--- src/rtl/ppmt_pkg.sv ---
// Shared constants, codes and widths for the optical PPM transceiver.
// No dependencies; imported by optical_ppm_transceiver and its testbench.
package ppmt_pkg;

    localparam int PAYLOAD_BYTES = 64;
    localparam int STORE_DEPTH   = 2 * PAYLOAD_BYTES;
    localparam int ADDR_W        = $clog2(STORE_DEPTH);
    localparam int FILL_W        = $clog2(PAYLOAD_BYTES + 1);
    localparam int POS_W         = (PAYLOAD_BYTES > 1) ? $clog2(PAYLOAD_BYTES) : 1;

    localparam int BYTE_W   = 8;
    localparam int TIME_W   = 8;
    localparam int PHASE_W  = 5;
    localparam int ECOUNT_W = 4;
    localparam int PAIR_W   = 2;
    localparam int SYM_W    = 2;
    localparam int CFG_W    = 8;
    localparam int CFG_IDX_W = 1;

    localparam logic [PHASE_W-1:0] FRAME_TICKS = 5'd24;
    localparam logic [PHASE_W-1:0] PH_SYNC_RISE = 5'd0;
    localparam logic [PHASE_W-1:0] PH_HI0_OFF   = 5'd3;
    localparam logic [PHASE_W-1:0] PH_HI0_ON    = 5'd5;
    localparam logic [PHASE_W-1:0] PH_HI1_OFF   = 5'd7;
    localparam logic [PHASE_W-1:0] PH_HI1_ON    = 5'd9;
    localparam logic [PHASE_W-1:0] PH_SYNC_FALL = 5'd12;
    localparam logic [PHASE_W-1:0] PH_LO0_ON    = 5'd15;
    localparam logic [PHASE_W-1:0] PH_LO0_OFF   = 5'd17;
    localparam logic [PHASE_W-1:0] PH_LO1_ON    = 5'd19;
    localparam logic [PHASE_W-1:0] PH_LO1_OFF   = 5'd21;
    localparam logic [PHASE_W-1:0] PH_LOAD      = 5'd3;
    localparam logic [PHASE_W-1:0] PH_ALIGN     = 5'd1;

    localparam logic [ECOUNT_W-1:0] EDGE_LIMIT   = 4'd10;
    localparam logic [ECOUNT_W-1:0] DECODE_EDGES = 4'd6;
    localparam logic [ECOUNT_W-1:0] SYNC_EDGES   = 4'd2;
    localparam logic [ECOUNT_W-1:0] MIN_DATA_EDGES = 4'd3;

    localparam logic [CFG_W-1:0] SYNC_RISE_RESET    = 8'd22;
    localparam logic [CFG_W-1:0] LOCK_TIMEOUT_RESET = 8'd25;

    localparam logic [CFG_IDX_W-1:0] CFG_SYNC_RISE    = 1'd0;
    localparam logic [CFG_IDX_W-1:0] CFG_LOCK_TIMEOUT = 1'd1;

    localparam logic [1:0] BUF_NONE   = 2'd0;
    localparam logic [1:0] BUF_FIRST  = 2'd1;
    localparam logic [1:0] BUF_SECOND = 2'd2;

    typedef enum logic [1:0] {
        OP_TICK  = 2'd0,
        OP_EDGE  = 2'd1,
        OP_BYTE  = 2'd2,
        OP_CLEAR = 2'd3
    } t_opcode;

    localparam int S_TDATA_W = 16;
    localparam int M_TDATA_W = 8;

endpackage

--- src/rtl/optical_ppm_transceiver.sv ---
// Optical 4-PPM transceiver: transmit frame sequencer, edge-timing receiver, payload buffers.
// Depends on ppmt_pkg and ppmt_ram.
//
// Every input item (tick, light edge, payload byte or clear) yields exactly one result item,
// in the cycle after acceptance, and a new item is taken every cycle while the result register
// is empty or being drained. Payload bytes live in a two-buffer RAM of 2*PAYLOAD_BYTES entries;
// the tick that enters frame phase 3 reads the next byte, and its registered output supplies
// the bit pair for the following ticks. Configuration writes are taken at any time and
// should be made while no item is in flight.
module optical_ppm_transceiver
    import ppmt_pkg::*;
(
    input  logic                 i_clk,
    input  logic                 i_rst_n,
    input  logic                 i_s_axis_tvalid,
    output logic                 o_s_axis_tready,
    input  logic [S_TDATA_W-1:0] i_s_axis_tdata,  // [0] level, [8:1] data_byte, rest zero
    input  logic [1:0]           i_s_axis_tuser,  // [1:0] opcode
    input  logic                 i_s_axis_tlast,
    output logic                 o_m_axis_tvalid,
    input  logic                 i_m_axis_tready,
    output logic [M_TDATA_W-1:0] o_m_axis_tdata,  // [0] led_on, [2:1] symbol, [3] locked
    output logic                 o_m_axis_tuser,  // [0] symbol_valid
    input  logic                 i_cfg_we,
    input  logic [CFG_IDX_W-1:0] i_cfg_idx,
    input  logic [CFG_W-1:0]     i_cfg_data
);

    logic [CFG_W-1:0]    r_sync_rise;
    logic [CFG_W-1:0]    r_lock_timeout;

    logic [TIME_W-1:0]   r_time,       n_time;
    logic [PHASE_W-1:0]  r_phase,      n_phase;
    logic                r_led,        n_led;
    logic                r_rx_sync,    n_rx_sync;
    logic                r_rx_locked,  n_rx_locked;
    logic [ECOUNT_W-1:0] r_ecount,     n_ecount;
    logic [TIME_W-1:0]   r_kept [3];
    logic [TIME_W-1:0]   n_kept [3];
    logic [FILL_W-1:0]   r_len  [2];
    logic [FILL_W-1:0]   n_len  [2];
    logic [POS_W-1:0]    r_pos  [2];
    logic [POS_W-1:0]    n_pos  [2];
    logic [PAIR_W-1:0]   r_pair [2];
    logic [PAIR_W-1:0]   n_pair [2];
    logic [1:0]          r_active,     n_active;
    logic [1:0]          r_next,       n_next;
    logic                r_fill_buf,   n_fill_buf;
    logic [FILL_W-1:0]   r_fill_idx,   n_fill_idx;
    logic                r_sending,    n_sending;
    logic [PAIR_W-1:0]   r_sel,        n_sel;

    logic                r_out_valid,  n_out_valid;
    logic                r_out_led;
    logic                r_out_svalid, n_out_svalid;
    logic [SYM_W-1:0]    r_out_sym,    n_out_sym;
    logic                r_out_locked;

    logic                w_accept;
    t_opcode             w_op;
    logic                w_level;
    logic [BYTE_W-1:0]   w_data;
    logic                w_last;

    logic                w_ram_we;
    logic [ADDR_W-1:0]   w_ram_waddr;
    logic                w_ram_re;
    logic [ADDR_W-1:0]   w_ram_raddr;
    logic [BYTE_W-1:0]   w_ram_rdata;
    logic [2:0]          w_bit_idx;
    logic                w_bit_high;
    logic                w_bit_low;

    assign o_s_axis_tready = !r_out_valid || i_m_axis_tready;
    assign w_accept = i_s_axis_tvalid && o_s_axis_tready;
    assign w_op     = t_opcode'(i_s_axis_tuser);
    assign w_level  = i_s_axis_tdata[0];
    assign w_data   = i_s_axis_tdata[BYTE_W:1];
    assign w_last   = i_s_axis_tlast;

    assign w_bit_idx  = 3'd7 - {r_sel, 1'b0};
    assign w_bit_high = w_ram_rdata[w_bit_idx];
    assign w_bit_low  = w_ram_rdata[w_bit_idx - 3'd1];

    ppmt_ram #(
        .WIDTH (BYTE_W),
        .DEPTH (STORE_DEPTH)
    ) u_store (
        .i_clk   (i_clk),
        .i_we    (w_ram_we),
        .i_waddr (w_ram_waddr),
        .i_wdata (w_data),
        .i_re    (w_ram_re),
        .i_raddr (w_ram_raddr),
        .o_rdata (w_ram_rdata)
    );

    always_comb begin
        logic [PHASE_W-1:0]  ph_inc;
        logic                b;
        logic [FILL_W-1:0]   pos_inc;
        logic [ECOUNT_W-1:0] ec;
        logic [TIME_W-1:0]   now;
        logic [TIME_W-1:0]   half;
        logic signed [8:0]   diff;
        logic signed [8:0]   dhalf;
        logic [TIME_W-1:0]   late;
        logic                fb;
        logic [FILL_W-1:0]   fi;

        n_time      = r_time;
        n_phase     = r_phase;
        n_led       = r_led;
        n_rx_sync   = r_rx_sync;
        n_rx_locked = r_rx_locked;
        n_ecount    = r_ecount;
        n_kept      = r_kept;
        n_len       = r_len;
        n_pos       = r_pos;
        n_pair      = r_pair;
        n_active    = r_active;
        n_next      = r_next;
        n_fill_buf  = r_fill_buf;
        n_fill_idx  = r_fill_idx;
        n_sending   = r_sending;
        n_sel       = r_sel;
        n_out_svalid = 1'b0;
        n_out_sym   = '0;
        w_ram_we    = 1'b0;
        w_ram_waddr = '0;
        w_ram_re    = 1'b0;
        w_ram_raddr = '0;

        ph_inc  = r_phase + 5'd1;
        b       = 1'b0;
        pos_inc = '0;
        ec      = r_ecount;
        now     = r_time;
        half    = r_kept[1];
        diff    = $signed({1'b0, now}) - $signed({1'b0, half});
        dhalf   = (diff + $signed({8'd0, diff[8]})) >>> 1;
        late    = TIME_W'(dhalf) + half;
        fb      = r_fill_buf;
        fi      = r_fill_idx;

        if (w_accept) begin
            case (w_op)
                OP_TICK: begin
                    n_time = r_time + 8'd1;
                    case (r_phase)
                        PH_SYNC_RISE: n_led = 1'b1;
                        PH_HI0_OFF: if (r_sending && !w_bit_high) n_led = 1'b0;
                        PH_HI0_ON:  if (r_sending && !w_bit_high) n_led = 1'b1;
                        PH_HI1_OFF: if (r_sending && w_bit_high)  n_led = 1'b0;
                        PH_HI1_ON:  if (r_sending && w_bit_high)  n_led = 1'b1;
                        PH_SYNC_FALL: n_led = 1'b0;
                        PH_LO0_ON:  if (r_sending && !w_bit_low) n_led = 1'b1;
                        PH_LO0_OFF: if (r_sending && !w_bit_low) n_led = 1'b0;
                        PH_LO1_ON:  if (r_sending && w_bit_low)  n_led = 1'b1;
                        PH_LO1_OFF: if (r_sending && w_bit_low)  n_led = 1'b0;
                        default: ;
                    endcase
                    n_phase = (ph_inc >= FRAME_TICKS) ? '0 : ph_inc;
                    if (n_phase == PH_LOAD) begin
                        if (r_next != r_active) begin
                            n_active = r_next;
                        end else if (r_sending && r_active != BUF_NONE) begin
                            b = r_active[1];
                            n_pair[b] = r_pair[b] + 2'd1;
                            if (n_pair[b] == '0) begin
                                pos_inc = FILL_W'(r_pos[b]) + 1'b1;
                                n_pos[b] = (pos_inc >= r_len[b]) ? '0 : POS_W'(pos_inc);
                            end
                        end
                        n_sending = n_active != BUF_NONE;
                        if (n_sending) begin
                            b = n_active[1];
                            n_sel = n_pair[b];
                            w_ram_re = 1'b1;
                            w_ram_raddr = b ? ADDR_W'(PAYLOAD_BYTES) + ADDR_W'(n_pos[b])
                                            : ADDR_W'(n_pos[b]);
                        end
                    end
                end
                OP_EDGE: begin
                    if (r_rx_sync || r_rx_locked) begin
                        if (r_ecount < EDGE_LIMIT) begin
                            if (r_ecount == 4'd0) n_kept[0] = now;
                            else if (r_ecount == 4'd2) n_kept[1] = now;
                            else if (r_ecount == 4'd3) n_kept[2] = now;
                            ec = r_ecount + 4'd1;
                        end
                        n_ecount = ec;
                        if (w_level && now > r_sync_rise) begin
                            if (ec == SYNC_EDGES) begin
                                n_time = 8'd1;
                                n_ecount = '0;
                                n_phase = PH_ALIGN;
                                n_led = 1'b1;
                                n_rx_sync = 1'b0;
                                n_rx_locked = 1'b1;
                            end else if (ec > MIN_DATA_EDGES) begin
                                n_time = 8'd1;
                                n_ecount = '0;
                                n_led = 1'b1;
                                if (ec == DECODE_EDGES) begin
                                    n_out_svalid = 1'b1;
                                    n_out_sym = {r_kept[0] >= (half >> 1), r_kept[2] >= late};
                                    n_phase = PH_ALIGN;
                                    n_rx_sync = 1'b0;
                                    n_rx_locked = 1'b1;
                                end else begin
                                    n_rx_locked = 1'b0;
                                end
                            end
                        end else if (now > r_lock_timeout) begin
                            if (w_level) begin
                                n_rx_locked = 1'b0;
                                n_time = 8'd1;
                                n_ecount = '0;
                                n_led = 1'b1;
                                n_rx_sync = 1'b1;
                            end else begin
                                n_rx_locked = 1'b0;
                                n_rx_sync = 1'b0;
                            end
                        end
                    end else if (w_level) begin
                        n_time = 8'd1;
                        n_ecount = '0;
                        n_led = 1'b1;
                        n_rx_sync = 1'b1;
                    end
                end
                OP_BYTE: begin
                    if (r_fill_idx == '0) begin
                        fb = (r_next == BUF_FIRST);
                    end
                    n_fill_buf = fb;
                    if (r_fill_idx < FILL_W'(PAYLOAD_BYTES)) begin
                        w_ram_we = 1'b1;
                        w_ram_waddr = fb ? ADDR_W'(PAYLOAD_BYTES) + ADDR_W'(r_fill_idx)
                                         : ADDR_W'(r_fill_idx);
                        fi = r_fill_idx + 1'b1;
                    end
                    n_fill_idx = fi;
                    if (w_last) begin
                        n_len[fb]  = fi;
                        n_pos[fb]  = '0;
                        n_pair[fb] = '0;
                        n_next     = fb ? BUF_SECOND : BUF_FIRST;
                        n_fill_idx = '0;
                    end
                end
                OP_CLEAR: n_next = BUF_NONE;
                default: ;
            endcase
        end

        if (w_accept) begin
            n_out_valid = 1'b1;
        end else if (i_m_axis_tready) begin
            n_out_valid = 1'b0;
        end else begin
            n_out_valid = r_out_valid;
        end
    end

    always_ff @(posedge i_clk) begin
        if (!i_rst_n) begin
            r_sync_rise    <= SYNC_RISE_RESET;
            r_lock_timeout <= LOCK_TIMEOUT_RESET;
        end else if (i_cfg_we) begin
            case (i_cfg_idx)
                CFG_SYNC_RISE:    r_sync_rise    <= i_cfg_data;
                CFG_LOCK_TIMEOUT: r_lock_timeout <= i_cfg_data;
                default: ;
            endcase
        end
    end

    always_ff @(posedge i_clk) begin
        if (!i_rst_n) begin
            r_time      <= '0;
            r_phase     <= '0;
            r_led       <= 1'b0;
            r_rx_sync   <= 1'b0;
            r_rx_locked <= 1'b0;
            r_ecount    <= '0;
            r_active    <= BUF_NONE;
            r_next      <= BUF_NONE;
            r_fill_buf  <= 1'b0;
            r_fill_idx  <= '0;
            r_sending   <= 1'b0;
            r_sel       <= '0;
            r_out_valid <= 1'b0;
        end else begin
            r_time      <= n_time;
            r_phase     <= n_phase;
            r_led       <= n_led;
            r_rx_sync   <= n_rx_sync;
            r_rx_locked <= n_rx_locked;
            r_ecount    <= n_ecount;
            r_active    <= n_active;
            r_next      <= n_next;
            r_fill_buf  <= n_fill_buf;
            r_fill_idx  <= n_fill_idx;
            r_sending   <= n_sending;
            r_sel       <= n_sel;
            r_out_valid <= n_out_valid;
        end
    end

    always_ff @(posedge i_clk) begin
        r_kept <= n_kept;
        r_len  <= n_len;
        r_pos  <= n_pos;
        r_pair <= n_pair;
        if (w_accept) begin
            r_out_led    <= n_led;
            r_out_svalid <= n_out_svalid;
            r_out_sym    <= n_out_sym;
            r_out_locked <= n_rx_locked;
        end
    end

    assign o_m_axis_tvalid = r_out_valid;
    assign o_m_axis_tdata  = {4'd0, r_out_locked, r_out_sym, r_out_led};
    assign o_m_axis_tuser  = r_out_svalid;

    a_svalid_locked: assert property (@(posedge i_clk) disable iff (!i_rst_n)
        (r_out_valid && r_out_svalid) |-> r_out_locked)
        else $error("decoded symbol reported without lock");

    a_edge_limit: assert property (@(posedge i_clk) disable iff (!i_rst_n)
        r_ecount <= EDGE_LIMIT)
        else $error("edge count past limit");

    a_phase_range: assert property (@(posedge i_clk) disable iff (!i_rst_n)
        r_phase < FRAME_TICKS)
        else $error("send phase out of frame");

    a_fill_range: assert property (@(posedge i_clk) disable iff (!i_rst_n)
        r_fill_idx <= FILL_W'(PAYLOAD_BYTES))
        else $error("fill index past buffer");

    a_buf_codes: assert property (@(posedge i_clk) disable iff (!i_rst_n)
        (r_active != 2'd3) && (r_next != 2'd3) && (r_sending == (r_active != BUF_NONE)))
        else $error("buffer selection inconsistent");

endmodule

--- src/rtl/ppmt_ram.sv ---
// Generic single-write, single-read RAM with registered read data.
// No dependencies.
module ppmt_ram #(
    parameter int WIDTH = 8,
    parameter int DEPTH = 128
) (
    input  logic                     i_clk,
    input  logic                     i_we,
    input  logic [$clog2(DEPTH)-1:0] i_waddr,
    input  logic [WIDTH-1:0]         i_wdata,
    input  logic                     i_re,
    input  logic [$clog2(DEPTH)-1:0] i_raddr,
    output logic [WIDTH-1:0]         o_rdata
);

    logic [WIDTH-1:0] r_mem [DEPTH];
    logic [WIDTH-1:0] r_rdata;

    always_ff @(posedge i_clk) begin
        if (i_we) begin
            r_mem[i_waddr] <= i_wdata;
        end
        if (i_re) begin
            r_rdata <= r_mem[i_raddr];
        end
    end

    assign o_rdata = r_rdata;

endmodule

--- config.mk ---
export PLATFORM = sky130hd
export DESIGN_NAME = optical_ppm_transceiver
export DESIGN_NICKNAME = d
export VERILOG_FILES = /design/src/rtl/ppmt_pkg.sv /design/src/rtl/optical_ppm_transceiver.sv /design/src/rtl/ppmt_ram.sv
export SDC_FILE = /design/constraint.sdc
export NUM_CORES = 2
export LEC_CHECK = 0
export ABC_AREA = 0
export BUFFER_PORTS_ARGS = -buffer_cell sky130_fd_sc_hd__buf_2
export CORE_ASPECT_RATIO = 1.2
export CORE_MARGIN = 2
export CORE_UTILIZATION = 35
export DETAILED_ROUTE_END_ITERATION = 12
export GPL_TIMING_DRIVEN = 0
export HOLD_SLACK_MARGIN = 0.03
export PLACE_DENSITY = 0.57
export RECOVER_POWER = 25
export SKIP_LAST_GASP = 1
export SYNTH_ARGS = -nofsm -noshare
export SYNTH_HDL_FRONTEND = slang
export SYNTH_HIERARCHICAL = 1
export SYNTH_SLANG_ARGS = --single-unit
--- constraint.sdc ---
create_clock -name i_clk -period 15.4 [get_ports i_clk]
set_input_delay 2.31 -clock i_clk [delete_from_list [all_inputs] [get_ports i_clk]]
set_output_delay 2.31 -clock i_clk [all_outputs]
set_load 0.03 [all_outputs]
==> impl_metrics.ini <==
[cts]
cts_hold_buf = 0
cts_htree_levels = 3
cts_tree = yes
clk_pin_slew_worst_paths_ps = 60
cts_max_path_buffers = 3
clock_sinks = 1143
cts_setup_buffers = 0
cts_root_buffer = clkbuf_16
post_cts_resized = 0
cts_buffers = 117
clk_latency_ps = 690

[global_routing]
grt-ovfl-total = 0
met3_usage_pct = 2.359
grt_max_degree = 89
grt_pass1_vias = 24692
grt_antenna_before_repair = 2
top_usage_layer = met2
grtUsageTotal_pct = 16.72
grt_pass1_wl_mm = 168.9
grt.met2_usage_pct = 29.66
grt_use_met1_pct = 21.47

[run_status]
outcome = finished with violations
violations = max-capacitance violations, max-slew violations

[cells_and_area]
final_cells = 4485
antenna_cells = 0
synthToLayoutAreaGrowth_pct = 13.40
fin_area_um2 = 53420
drive_gt1_share_pct = 22.88
num-nets-final = 2701

[critical_path]
crit_path_cell_trace = buf_1 > clkbuf_1 > mux2_2 > ha_1 > o21ai_0 > xnor2_1 > inv_1 > ha_1 > and3_1 > a221o_1 > a21o_1 > o31a_1 > or3_1 > a21oi_1 > clkbuf_1 > buf_1 > mux4_2 > mux4_2 > mux2_2
cp-end-kind = flop
crit_slowest_cell = clkbuf_1
cp_max_fo = 10
critical_path.top_delay_family = buffers and inverters
r2r-end = u_store/o_rdata[6]
cp_num_cells = 19
slowest_delay_ps = 1030
crit_arrival_ps = 8810
r2r-start = r_active[1]
r2r_setup_slack_ps = 7030
cp_data_required_time_ps = 15840
crit_type = flop to flop
cp-start-kind = flop
worstRegToRegCells = 19
crit_buf_inv = 5

[sta]
worst_pin_slew_ps = 4351
setup-tns-final_ps = 0
hold_ws_ps = 464.3
period_minus_slack_ps = 8369
slew_headroom_pct = -190.1
skew_ps = 24.95
timing.fmax_ghz = 0.1195
min_period_over_period_pct = 54.34
rsz0062_at_grt = no
setup_viol = 0
hold_viol_final = 0
maxSlewViolCount = 805

[placement]
globalplace.congestion = 0.8612
placed_area_um2 = 49830
placedCellCount = 4269
dpl.hpwl_mm = 79.16
port_buffers = 30

[power_and_ir_drop]
p_sw_mw = 1.268
max-vdd-ir-drop_mv = 0.07848
power_density_nw_per_um2 = 117.6
p_leak_nw = 16.28
p_seq_share_pct = 54.4
internal_power_mw = 5.012
comb_power_share_pct = 2.0
swShare_pct = 20.19
p_clk_share_pct = 43.6

[run]
cap_violations = 15

[hold_path]
holdCritStartpoint = r_sync_rise[7]
min_path_type = flop to flop
worstHoldEndpoint = r_sync_rise[7]
min_path_cells = 2

[logic_synthesis]
synthArstFlopShare_pct = 0
synth_seq_cells = 1143
ys.flop_type = edfxtp_1
synthDistinctLibCells = 70
yosys_warnings = 6
synth_cells = 2435
synth_area_um2 = 47100
synth_edf_count = 1091
synth.avg_cell_area_um2 = 19.34
ys_seq_area_share_pct = 71.76

[detailed_routing]
wl_per_cell_um = 25.75
drt-total-wl_mm = 115.5
dr.pass1.iters = 5
vias_per_cell = 5.361
vias = 24044
drt_iter0_drc = 2294
post-route-drc-count = 0
final_antenna_net_count = 0

[die]
rows = 147
boundaryPins = 44
die_h_um = 405.9
die_w_um = 338.9
coreArea_um2 = 133700
die_area_um2 = 137500
start_util_pct = 35.23
Yosys cell counts, types with 11 or more instances:
cell type	count	share of area, %
nor3_1	16	0.17
clkbuf_1	56	0.45
buf_4	14	0.22
nand4_1	15	0.20
buf_2	21	0.22
nor2_1	179	1.4
o21ai_0	30	0.32
a21oi_1	51	0.54
mux2_2	13	0.31
mux4_2	338	16
mux2i_1	23	0.49
edfxtp_1	1091	70
ha_1	66	1.8
inv_1	57	0.45
nand2_1	106	0.84
xor2_1	13	0.24
o211ai_1	12	0.19
a21o_1	11	0.18
dfxtp_1	52	2.2
xnor2_1	23	0.43
nand3_1	31	0.33
nor2b_1	18	0.24
nand2b_1	16	0.21
buf_1	26	0.21
layer usage:
metal | up-vias | wire [um]
li1 | 10278 | -
met1 | 12860 | 46650
met2 | 787 | 60020
met3 | 119 | 6534
met4 | 0 | 2314
met5 | - | 0
final cells by class:
| cell class | count | area (um^2) |
|---|---|---|
| Multi-Input combinational cell | 1115 | 12530 |
| Buffer | 122 | 571.8 |
| Tap cell | 1788 | 2237 |
| Inverter | 58 | 217.7 |
| Clock inverter | 80 | 701.9 |
| Clock buffer | 136 | 3020 |
| Sequential cell | 1143 | 33800 |
| Fill cell | 11937 | 80300 |
| Timing Repair Buffer | 43 | 337.8 |
placed cells by master, fill, tap and decap left out, types with 28 or more instances in the layout:
cell type     n
nor2_1      179
a21oi_1      51
dfxtp_1      52
clkbuf_1     85
ha_1         66
buf_2        43
edfxtp_1   1091
nand3_1      31
nand2_1     107
clkinv_1     28
mux4_2      338
clkbuf_16   118
o21ai_0      30
inv_1        57
registers in the layout (all words and copies together), names as in the netlist, 5 cells and up:
name	cells
u_store/r_mem	1024
r_pos	12
r_time	8
r_kept	24
u_store/o_rdata	8
r_lock_timeout	8
r_phase	5
r_len	14
r_fill_idx	7
r_sync_rise	8
worst register-to-register path: cells and delay by family, from the launching register on:
| kind | cells | cell delay (ps) |
|---|---|---|
| XOR/XNOR | 1 | 230 |
| buffers and inverters | 5 | 3180 |
| flip-flops | 1 | 500 |
| adder cells (fa/ha/maj) | 2 | 500 |
| AND/OR/NAND/NOR | 2 | 470 |
| AO/OA/AOI/OAI | 5 | 1220 |
| multiplexers | 4 | 2000 |
per-stage QoR:
stage                     util (%)  worst slack [ps]  power [mW]
after floorplan                  -              8937       3.527
after global placement       37.02              6983       3.596
after detailed placement     37.27              7009       3.605
after CTS                    40.05              6972       6.342
after global routing         39.95              6741       6.483
final                        39.95              7031       6.280
power groups by stage:
stage,sequential (mW),clock (mW),combinational [mW]
CTS,3.41,2.80,0.130
detailed placement,3.48,0,0.129
floorplan,3.48,0,0.0502
global route,3.42,2.93,0.137
finish,3.42,2.74,0.124
global placement,3.48,0,0.115
how the worst max path moves through the flow:
stage	start	end	slack (ps)
after floorplan	i_m_axis_tready	u_store/o_rdata[0]	8940
after detailed placement	r_active[1]	u_store/o_rdata[3]	7010
after CTS	r_active[1]	u_store/o_rdata[3]	6970
final	r_active[1]	u_store/o_rdata[6]	7030
after global placement	r_active[1]	u_store/o_rdata[3]	6980
after global routing	r_active[1]	u_store/o_rdata[2]	6740
logic make-up after synthesis:
kind of cell	share of synthesized area, %
other cells	0.007961
simple gates	4.412
compound gates	2.664
flops	71.76
buf+inv	1.687
xor+xnor	0.6694
mux	16.96
fa+ha+maj	1.838
Note: power is estimated with default switching activity, not from simulation.
